### src/rtl/iearm_pkg.sv
`default_nettype none
// ----------------------------------------------------------------------------
// iearm_pkg: shared definitions for the inline ECC address remap tracker
// Sizes, remap constants, tag types and the controller command bundle.
// ----------------------------------------------------------------------------
package iearm_pkg;

  localparam int NUM_BANKS = 16;
  localparam int ENTRIES   = 4;

  localparam int BANK_W = (NUM_BANKS > 1) ? $clog2(NUM_BANKS) : 1;
  localparam int CNT_W  = $clog2(ENTRIES + 1);

  // Request and result field widths.
  localparam int IN_BANK_W  = 4;
  localparam int IN_ROW_W   = 16;
  localparam int IN_COL_W   = 10;
  localparam int MROW_W     = 17;
  localparam int MCOL_W     = 11;
  localparam int ATOM_W     = 2;
  localparam int IN_TDATA_W  = 32;
  localparam int OUT_TDATA_W = 40;

  // Remap constants. L / 1792 is taken as ((L / 256) / 7); the division by 7
  // is a multiply by ceil(2^20 / 7), exact for all quotients below 2^20 / 3.
  localparam int Q1_W        = 17;
  localparam int RECIP_W     = 18;
  localparam logic [RECIP_W-1:0] RECIP = 18'd149797;
  localparam int RECIP_SHIFT = 20;
  localparam int PROD_W      = Q1_W + RECIP_W;
  localparam int QUOT_W      = PROD_W - RECIP_SHIFT;

  localparam logic [MCOL_W-1:0] DATA_COLS = 11'd1792;

  typedef struct packed {
    logic [ATOM_W-1:0] atom;
    logic [MROW_W-1:0] row;
  } tag_t;

  typedef tag_t [ENTRIES-1:0] tag_row_t;

  typedef struct packed {
    logic load;    // take the offered request into the operand registers
    logic commit;  // resolve the request into the output register
  } ctrl_cmd_t;

  // Bank index reduced modulo NUM_BANKS, laid out as a small constant table.
  function automatic logic [BANK_W-1:0] bank_sel(input logic [IN_BANK_W-1:0] bank);
    logic [BANK_W-1:0] r;
    r = '0;
    for (int i = 0; i < (1 << IN_BANK_W); i++) begin
      if (bank == IN_BANK_W'(i)) begin
        r = BANK_W'(i % NUM_BANKS);
      end
    end
    return r;
  endfunction

endpackage
`default_nettype wire

### src/rtl/inline_ecc_address_remap_tracker.sv
`default_nettype none
// ----------------------------------------------------------------------------
// inline_ecc_address_remap_tracker: inline ECC remap with per-bank tag FIFOs
// Remaps a decoded request around the inline ECC columns and reports
// whether an ECC read must precede the data access.
// ----------------------------------------------------------------------------
//
//  Channel  Direction  Payload (tdata, lowest bit first)
//  -------  ---------  -----------------------------------------------------
//  s_*      in         bank[3:0], row[19:4], column[29:20], zero pad [31:30]
//  m_*      out        mapped_row[16:0], mapped_column[27:17],
//                      ecc_read_needed[28], ecc_column[39:29]
//
// For each request, the accepting edge registers the operands, the
// reciprocal product for the division by 1792 and the bank's tag row
// from the tag memory; the commit edge does the tag compare and FIFO
// update and loads the output register.
// A new request is accepted in the cycle after the result is loaded, even
// while that result still waits to be taken.
// If the output register is still occupied, the request waits in the
// resolve step until the downstream side takes the earlier transfer.
// Reset clears the per-bank fill counts, so every tag reads as invalid; the
// tag memory itself is not cleared and needs no clearing pass.
// ----------------------------------------------------------------------------
module inline_ecc_address_remap_tracker import iearm_pkg::*; (
  input  wire logic                   clk,
  input  wire logic                   rst,
  input  wire logic                   s_tvalid,
  output logic                        s_tready,
  // bank[3:0], row[19:4], column[29:20], zero pad [31:30]
  input  wire logic [IN_TDATA_W-1:0]  s_tdata,
  output logic                        m_tvalid,
  input  wire logic                   m_tready,
  // mapped_row[16:0], mapped_column[27:17], ecc_read_needed[28],
  // ecc_column[39:29]
  output logic      [OUT_TDATA_W-1:0] m_tdata
);

  ctrl_cmd_t cmd;

  // The sequencer issues load and commit; all payload lives in the datapath.
  iearm_ctrl u_ctrl (
    .clk       (clk),
    .rst       (rst),
    .in_valid  (s_tvalid),
    .in_ready  (s_tready),
    .out_valid (m_tvalid),
    .out_ready (m_tready),
    .cmd       (cmd)
  );

  iearm_datapath u_datapath (
    .clk      (clk),
    .rst      (rst),
    .cmd      (cmd),
    .in_data  (s_tdata),
    .out_data (m_tdata)
  );

endmodule
`default_nettype wire

### src/rtl/iearm_ctrl.sv
`default_nettype none
// ----------------------------------------------------------------------------
// iearm_ctrl: request sequencer
// Takes one request at a time, resolves it once the output register is free
// and owns the result valid flag.
// ----------------------------------------------------------------------------
module iearm_ctrl import iearm_pkg::*; (
  input  wire logic      clk,
  input  wire logic      rst,
  input  wire logic      in_valid,
  output logic           in_ready,
  output logic           out_valid,
  input  wire logic      out_ready,
  output ctrl_cmd_t      cmd
);

  typedef enum logic [0:0] {
    ST_IDLE,
    ST_CALC
  } state_t;

  state_t state;

  assign in_ready = (state == ST_IDLE);
  assign cmd      = '{load:   in_valid && in_ready,
                      commit: (state == ST_CALC) && (!out_valid || out_ready)};

  always_ff @(posedge clk) begin
    if (rst) begin
      state     <= ST_IDLE;
      out_valid <= 1'b0;
    end else begin
      case (state)
        ST_IDLE: begin
          if (cmd.load) begin
            state <= ST_CALC;
          end
        end
        ST_CALC: begin
          if (cmd.commit) begin
            state <= ST_IDLE;
          end
        end
        default: begin
          state <= ST_IDLE;
        end
      endcase
      if (cmd.commit) begin
        out_valid <= 1'b1;
      end else if (out_ready) begin
        out_valid <= 1'b0;
      end
    end
  end

endmodule
`default_nettype wire

### src/rtl/iearm_datapath.sv
`default_nettype none
// ----------------------------------------------------------------------------
// iearm_datapath: remap arithmetic, per-bank tag memory and result register
// Operands and the tag row are registered on load; the remap, tag lookup
// and FIFO update resolve on commit.
// ----------------------------------------------------------------------------
module iearm_datapath import iearm_pkg::*; (
  input  wire logic                   clk,
  input  wire logic                   rst,
  input  wire ctrl_cmd_t              cmd,
  input  wire logic [IN_TDATA_W-1:0]  in_data,
  output logic      [OUT_TDATA_W-1:0] out_data
);

  logic [IN_BANK_W-1:0] in_bank;
  logic [IN_ROW_W-1:0]  in_row;
  logic [IN_COL_W-1:0]  in_col;
  logic [Q1_W-1:0]      q1_c;
  logic [PROD_W-1:0]    prod_c;

  logic [BANK_W-1:0]    bank_q;
  logic [IN_ROW_W-1:0]  row_q;
  logic [7:0]           col_lo_q;
  logic [Q1_W-1:0]      q1_q;
  logic [PROD_W-1:0]    prod_q;
  tag_row_t             tag_rd;

  tag_row_t             tag_mem [NUM_BANKS];
  logic [CNT_W-1:0]     fill [NUM_BANKS];

  logic [QUOT_W-1:0]    quot;
  logic [QUOT_W+2:0]    seven_q;
  logic [2:0]           rem;
  logic [MROW_W-1:0]    mrow;
  logic [MCOL_W-1:0]    mcol;
  logic [MCOL_W-1:0]    ecc_col;
  tag_t                 new_tag;
  logic [CNT_W-1:0]     fill_cur;
  logic [CNT_W-1:0]     fill_new;
  logic                 hit;
  tag_row_t             row_next;

  assign in_bank = in_data[IN_BANK_W-1:0];
  assign in_row  = in_data[IN_BANK_W +: IN_ROW_W];
  assign in_col  = in_data[IN_BANK_W+IN_ROW_W +: IN_COL_W];

  // L / 256 is the row plus the two high column bits.
  assign q1_c   = Q1_W'(in_row) + Q1_W'(in_col[9:8]);
  assign prod_c = PROD_W'(q1_c) * PROD_W'(RECIP);

  always_ff @(posedge clk) begin
    if (cmd.load) begin
      bank_q   <= bank_sel(in_bank);
      row_q    <= in_row;
      col_lo_q <= in_col[7:0];
      q1_q     <= q1_c;
      prod_q   <= prod_c;
      tag_rd   <= tag_mem[bank_sel(in_bank)];
    end
  end

  always_comb begin
    quot     = prod_q[PROD_W-1:RECIP_SHIFT];
    seven_q  = {quot, 3'b000} - (QUOT_W+3)'(quot);
    rem      = 3'((QUOT_W+3)'(q1_q) - seven_q);
    mrow     = MROW_W'(quot) + MROW_W'(row_q);
    mcol     = {rem, col_lo_q};
    new_tag  = '{atom: rem[2:1], row: mrow};
    ecc_col  = DATA_COLS + MCOL_W'({rem[2:1], 5'b00000});
    fill_cur = fill[bank_q];

    hit = 1'b0;
    for (int i = 0; i < ENTRIES; i++) begin
      if ((CNT_W'(i) < fill_cur) && (tag_rd[i] == new_tag)) begin
        hit = 1'b1;
      end
    end

    row_next = tag_rd;
    if (fill_cur >= CNT_W'(ENTRIES)) begin
      for (int i = 0; i < ENTRIES - 1; i++) begin
        row_next[i] = tag_rd[i+1];
      end
      row_next[ENTRIES-1] = new_tag;
      fill_new = CNT_W'(ENTRIES);
    end else begin
      for (int i = 0; i < ENTRIES; i++) begin
        if (CNT_W'(i) == fill_cur) begin
          row_next[i] = new_tag;
        end
      end
      fill_new = fill_cur + CNT_W'(1);
    end
  end

  always_ff @(posedge clk) begin
    if (cmd.commit && !hit) begin
      tag_mem[bank_q] <= row_next;
    end
  end

  always_ff @(posedge clk) begin
    if (rst) begin
      for (int b = 0; b < NUM_BANKS; b++) begin
        fill[b] <= '0;
      end
    end else if (cmd.commit && !hit) begin
      fill[bank_q] <= fill_new;
    end
  end

  always_ff @(posedge clk) begin
    if (cmd.commit) begin
      out_data <= {(hit ? {MCOL_W{1'b0}} : ecc_col), !hit, mcol, mrow};
    end
  end

endmodule
`default_nettype wire

### config.mk
export PLATFORM = sky130hd
export DESIGN_NAME = inline_ecc_address_remap_tracker
export DESIGN_NICKNAME = d
export VERILOG_FILES = /design/src/rtl/iearm_pkg.sv /design/src/rtl/inline_ecc_address_remap_tracker.sv /design/src/rtl/iearm_ctrl.sv /design/src/rtl/iearm_datapath.sv
export SDC_FILE = /design/constraint.sdc
export NUM_CORES = 1
export LEC_CHECK = 0
export BUFFER_PORTS_ARGS = -buffer_cell sky130_fd_sc_hd__buf_2
export CAP_MARGIN = 20
export CORE_MARGIN = 2
export CORE_UTILIZATION = 35
export CTS_CLUSTER_SIZE = 24
export DETAILED_ROUTE_END_ITERATION = 12
export PLACE_DENSITY = 0.49
export SYNTH_ARGS = -nofsm -noshare
export SYNTH_HDL_FRONTEND = slang
export SYNTH_SLANG_ARGS = --single-unit
### constraint.sdc
create_clock -name clk -period 13.5 [get_ports clk]
set_input_delay 2.025 -clock clk [delete_from_list [all_inputs] [get_ports clk]]
set_output_delay 2.025 -clock clk [all_outputs]
set_load 0.01 [all_outputs]
* After elaboration in Yosys (flattened, before gate mapping) *
Memories as Yosys holds them, arrays and structs flattened. A register that Yosys moved wholly into a read port is not among the register bits.
Cells that the tools add are included.

storage, ports and cells
  word-level logic and storage cells = 100
  bits in latches = 0
  RAM bits = 1264
  memories = 2
  bits of input ports = 36
  memory bits (read-only) = 0
  flip-flop bits (word level) = 108

memories
  name                depth  width  rd ports  clocked after memory_dff  wr ports  line                  text
  u_datapath.tag_mem  16     76     1         1                         1         iearm_datapath.sv:28  tag_row_t tag_mem [NUM_BANKS];
  u_datapath.fill     16     3      1         1                         16        iearm_datapath.sv:29  logic [CNT_W-1:0] fill [NUM_BANKS];

cells by class
  shift operators = 0
  add/subtract/negate cells = 6
  reduce and logical (&&, ||, !) cells = 13
  eq/ne operators = 22
  div/mod/pow operators = 0
  multiplexer cells = 41
  $mul = 1
  bitwise logic cells = 1
  $lt $le $gt $ge = 5

operators by type and width
  kind                    number
  $eq 19x19->1            4
  $mux 19                 4
  $mux 76                 1
  $mux 4                  11
  $mul 17x18->35 const B  1
  $eq 4x4->1 const B      8
  $mux 3                  6
  $add 15x16->17          1
  $add 16x2->17           1
  $eq 4x3->1 const B      4
  $mux 1                  16
  $add 9x8->10 const A    1
  $eq 4x2->1 const B      2
  $logic_and 1x1->1       7
  $eq 2x3->1 const A      2
  $lt 1x3->1 const A      2
  $lt 2x3->1 const A      2
  $eq 4x1->1 const B      1
  $mux 2                  2
  $add 3x1->3 const B     1
  $eq 1x3->1 const A      1
  $ge 3x3->1 const B      1
  $logic_not 3->1         1
  $reduce_or 3->1         1
  7 further kinds         8

* Depth between registers and ports, before layout *
  depth in word-level cells = 17
  gate-level depth with buffers = 27

* Cells and area by module *
From an unflattened synthesis, not the netlist that was laid out.

unflattened totals
  cell total of the unflattened synthesis = 3278
  area total of the unflattened synthesis = 62132.1 µm²

modules (own cells, without submodules)
  module          cells an instance  times used  area an instance (µm²)
  iearm_datapath  3269               1           62044.5
  iearm_ctrl      9                  1           87.6

* Least setup slack after synthesis *
No wires, ideal clock.

  path type = reg-to-reg
  from = register u_datapath.prod_q[20]
  to = memory u_datapath.tag_mem[3][0] in the netlist's numbering, enable pin
  clock period less this slack = 11.244 ns
  library setup time = 0.697 ns
  buffers on the path = 2
  path slack = 2.256 ns
  arrival = 10.547 ns
  stages on the path, launching flop included = 14
  path through = edfxtp_1 > ha_1 > fa_1 > a211oi_1 > o21ai_1 > a311oi_1 > o21a_1 > xor3_1 > nand4_1 > o21ai_1 > o22a_1 > buf_2 > buf_2 > nor4_1

between the ends
  longest elaborated chain between the ends = 12

RTL lines
  what                              line                  text
  start: declaration                iearm_datapath.sv:25  logic [PROD_W-1:0] prod_q;
  start signal: assignment          iearm_datapath.sv:57  prod_q <= prod_c;
  $sub 1x3->3                       iearm_datapath.sv:64  seven_q = {quot, 3'b000} - (QUOT_W+3)'(quot);
  $sub 3x3->3                       iearm_datapath.sv:65  rem = 3'((QUOT_W+3)'(q1_q) - seven_q);
  $eq 19x19->1                      iearm_datapath.sv:74  if ((CNT_W'(i) < fill_cur) && (tag_rd[i] == new_tag)) begin
  $logic_and 1x1->1                 iearm_datapath.sv:74
  $mux 1 (3 in a row)               iearm_datapath.sv:74
  $mux 1 (*)                        iearm_datapath.sv:74
  $logic_not 1->1 (*)               iearm_datapath.sv:97  if (cmd.commit && !hit) begin
  $logic_and 1x1->1 (*)             iearm_datapath.sv:97
  $mux 1 (*)                        iearm_datapath.sv:97
  $mux 1 (implied by the code) (*)  iearm_datapath.sv:98  tag_mem[bank_q] <= row_next;
  end: declaration                  iearm_datapath.sv:28

Mark *: on every way between the ends. The rest lies on a longest branch, timed or not.

* Worst setup path after layout *
  from = input port s_tdata[4]
  to = register u_datapath.prod_q[34] (data pin)

between the ends
  longest elaborated chain between the ends = 2

RTL lines
  what                             line                                    text
  start: declaration               inline_ecc_address_remap_tracker.sv:31  input wire logic [IN_TDATA_W-1:0] s_tdata,
  $add 16x2->17                    iearm_datapath.sv:48                    assign q1_c = Q1_W'(in_row) + Q1_W'(in_col[9:8]);
  $mul 17x18->35                   iearm_datapath.sv:49                    assign prod_c = PROD_W'(q1_c) * PROD_W'(RECIP);
  named net u_datapath.prod_c[34]  iearm_datapath.sv:19                    logic [PROD_W-1:0] prod_c;

The timed path passes the listed nets, and every way through them passes these cells.
A chain may end at the register's enable or synchronous reset.

==> summary.md <==
| Metric | Value |
|---|---|
| Final Max Tran Viols | `0` |
| Setup violators final | `0` |
| R2R depth | `13` |
| CP arrival | `around 9.3 ns` |
| TritonCTS clock tree | `built` |
| Gp weighted congestion | `about 0.87` |
| Skew final | `between 0.04 and 0.05 ns` |
| Hold EP | `u_datapath.out_data[18]$_DFFE_PP_` |
| Final WL | `~170 mm` |
| Leak | `0.0231 uW` |
| WHS Path Cells | `0` |
| DRC Markers | `0` |
| Final setup TNS | `0 ns` |
| Cell Count Post-Placement | `approximately 5500` |
| Crit Reg-Reg Endpoint | `u_datapath.tag_mem[0][35]$_DFFE_PP_` |
| # H-tree levels | `4` |
| Die Ht | `423 um` |
| Site row count | `153` |
| PostCTS Resize Cnt | `0` |
| Share of layout cells above drive strength 1 | `0.242` |
| Relative slew slack | `0.216` |
| GRT Overall Usage | `0.189` |
| WP data required | `roughly 14 ns` |
| Setup Fix Bufs, Post-CTS | `0` |
| Crit. End Element | `flip-flop` |
| Die width | `about 420 um` |
| RSZ-0062 raised after global routing | `no` |
| Period minus WS final | `slightly below 9 ns` |
| Clock Latency Late Sink | `about 0.8 ns` |
| Most common cell after layout, fill and taps aside | `edfxtp_1` |
| Gate power share | `0.230` |
| Worst Hold Launch | `u_datapath.col_lo_q[1]$_DFFE_PP_` |
| Hold crit path type | `flip-flop to flip-flop` |
| Core area | `about 170000 um^2` |
| Sequential share of the synthesized area | `0.696` |
| Post-synth cell types | `83` |
| Vias per cell | `5.43` |
| Post-synthesis cell area | `between 60000 and 70000 um^2` |
| PortBufs | `69` |
| Pin count of the biggest net entering global routing | `115` |
| Sink Count | `between 1000 and 1500` |
| Slew @ Worst Pin | `between 1 and 1.5 ns` |
| Switch share | `0.302` |
| Max-cap viol count | `0` |
| Final std cells w/o fill | `roughly 5800` |
| Fraction of registers with async set/reset | `0` |
| EDFF count, synth | `between 1000 and 1500` |
| Drt initial violations | `3030` |
| Part of the power in registers | `0.446` |
| Via count of the first global-routing pass | `32300` |
| Final net count | `~3600` |
| Ys Warns | `0` |
| Hpwl dp | `between 90 and 100 mm` |
| ANT nets after route | `0` |
| Via count | `31500` |
| IO Count | `slightly below 80` |
| Fin crit share | `0.648` |
| Cells after Synth | `approximately 3200` |
| CTS hold repair buffers | `0` |
| Avg Inst Size Synth | `slightly below 20 um^2` |
| Core Util, Final | `0.402` |
| IR drop worst, VDD | `~0.12 mV` |
| Startpoint types | `input port` |
| First-pass GRT wire length | `roughly 240 mm` |
| Clk root buf | `clkbuf_16` |
| NetSw | `around 3800 uW` |
| Max Freq | `114 MHz` |
| Part of the power in the clock network | `0.324` |
| Critical path class | `input port to flip-flop` |
| Flip-flop and latch count after synthesis | `around 1400` |
| Drt wl/cell | `29.1 um` |
| Internal power | `around 8700 uW` |
| Initial Utilization | `0.353` |
| Inserted Clock Buffers | `approximately 160` |
| Post-synth top flop | `edfxtp_1` |
| Max clock buf depth | `3` |
| Total power | `12500 uW` |
| Initial antenna violation count | `1` |
| Commonest cells after routing, fill and taps aside | `edfxtp_1, mux4_2, clkbuf_16` |
| Top fanout value on the critical path | `4` |
| R2R setup slack | `6.52 ns` |
| Overflow after GRT | `0` |
| DR pass1 iterations | `5` |
| Area grow syn2layout | `13.9%` |
| Die area | `between 150000 and 200000 um^2` |
| Fin. Hold Viols | `0` |
| Critical R2R Launch | `u_datapath.row_q[3]$_DFFE_PP_` |
| Outcome | `completed` |
| Clk pin slew, worst setup/hold paths | `~0.06 ns` |
| Power per cell area | `178 nW/um^2` |
## logic make-up after synthesis
group                    Yosys count  share of synthesized area
AND/OR/NAND/NOR                  465                     0.0391
flip-flops                      1424                      0.696
other                              1                  0.0000611
XOR/XNOR                         110                     0.0189
AO/OA/AOI/OAI                    263                     0.0299
multiplexers                     451                      0.154
buffers and inverters            282                     0.0183
adder cells (fa/ha/maj)          187                     0.0444
## synthesized netlist by cell type (all sizes together) (9+ instances only)
master / number / area [um^2]
a211oi: 10 / 85.1
xor2: 38 / 333
and4: 17 / 149
nand2b: 14 / 87.6
a21oi: 42 / 210
nand3: 34 / 170
mux2: 15 / 169
inv: 107 / 402
nor3: 65 / 325
mux2i: 44 / 440
nand2: 119 / 447
o31ai: 15 / 118
o21ai: 79 / 407
nand4: 22 / 144
o21a: 9 / 67.6
xnor3: 11 / 248
edfxtp: 1418 / 42600
fa: 51 / 1020
a22oi: 12 / 90.1
a31oi: 10 / 62.6
nor4: 18 / 113
o211ai: 11 / 82.6
mux4: 392 / 8830
or3: 17 / 106
a21o: 13 / 97.6
buf: 70 / 329
xnor2: 58 / 508
clkbuf: 104 / 390
nor2: 80 / 300
and3: 24 / 150
ha: 136 / 1700
nor2b: 13 / 81.3
## power by group through the flow
stage	registers, uW	clock network (uW)	logic (uW)
5_1_grt	5560	4310	3130
2_1_floorplan	5630	0	1770
3_3_place_gp	5650	0	2820
3_5_place_dp	5650	0	2850
4_1_cts	5550	4140	2870
6_report	5550	4040	2870
## critical path, stage by stage
cell and delay [ns]:
buf_2 0.11, ha_1 0.21, fa_1 0.40, and3_1 0.24
and3_1 0.23, and2_1 0.20, nand3_1 0.15, xnor2_1 0.22
ha_1 0.35, fa_1 0.62, inv_1 0.08, fa_1 0.48
inv_1 0.05, fa_1 0.50, inv_1 0.06, fa_1 0.49
inv_1 0.04, ha_1 0.30, and4_1 0.25, and3_1 0.22
a221o_1 0.43, a2111o_1 0.50, a31oi_1 0.42, o21ai_0 0.20
o41ai_1 0.33, xnor2_1 0.12
## per-layer routing
| layer | vias to the layer above | global-route usage | wire, um |
|---|---|---|---|
| li1 | 13400 | - | - |
| met1 | 17100 | 0.269 | 77000 |
| met2 | 839 | 0.304 | 80700 |
| met3 | 199 | 0.0270 | 7680 |
| met4 | 0 | 0.0493 | 3570 |
| met5 | - | 0 | 0 |
## cell type report
class	instances	area, um^2
flip-flops and latches	1424	42700
clock buffers	202	4140
repair buffers	180	1340
clock inverters	82	689
fillers	15600	104000
well taps	2325	2910
multi-input cells	1483	17700
diodes	2	5.00
inverters	108	410
## flip-flops by register name, indices dropped and copies added, names as in the netlist, named ones only
signal and cells:
u_ctrl.out_valid 1, u_ctrl.state 1, u_datapath.bank_q 4, u_datapath.col_lo_q 8, u_datapath.fill 48, u_datapath.out_data 32, u_datapath.prod_q 17, u_datapath.q1_q 1
u_datapath.row_q 16, u_datapath.tag_mem 1216, u_datapath.tag_rd 76
## how the worst max path moves through the flow
stage / slack [ns] / cells past startpoint / endpoint / from
4_1_cts: 4.78 / 26 / u_datapath.prod_q[34]$_DFFE_PP_ / s_tdata[4]
3_3_place_gp: 3.92 / 27 / u_datapath.prod_q[34]$_DFFE_PP_ / s_tdata[4]
2_1_floorplan: 2.26 / 13 / u_datapath.tag_mem[3][0]$_DFFE_PP_ / u_datapath.prod_q[20]$_DFFE_PP_
6_report: 4.75 / 26 / u_datapath.prod_q[34]$_DFFE_PP_ / s_tdata[4]
3_5_place_dp: 3.97 / 26 / u_datapath.prod_q[34]$_DFFE_PP_ / s_tdata[4]
5_1_grt: 4.45 / 25 / u_datapath.prod_q[34]$_DFFE_PP_ / s_tdata[5]
## stage by stage
step | setup slack, ns | hold slack [ns] | cell area [um^2]
5_1_grt | 4.45 | 0.429 | 69900
4_1_cts | 4.78 | 0.419 | 69900
3_3_place_gp | 3.92 | 0.400 | 65000
6_report | 4.75 | 0.422 | 69900
3_5_place_dp | 3.97 | 0.406 | 65000
2_1_floorplan | 2.26 | 0.400 | 61400
Note: power is estimated with default switching activity, not from simulation.
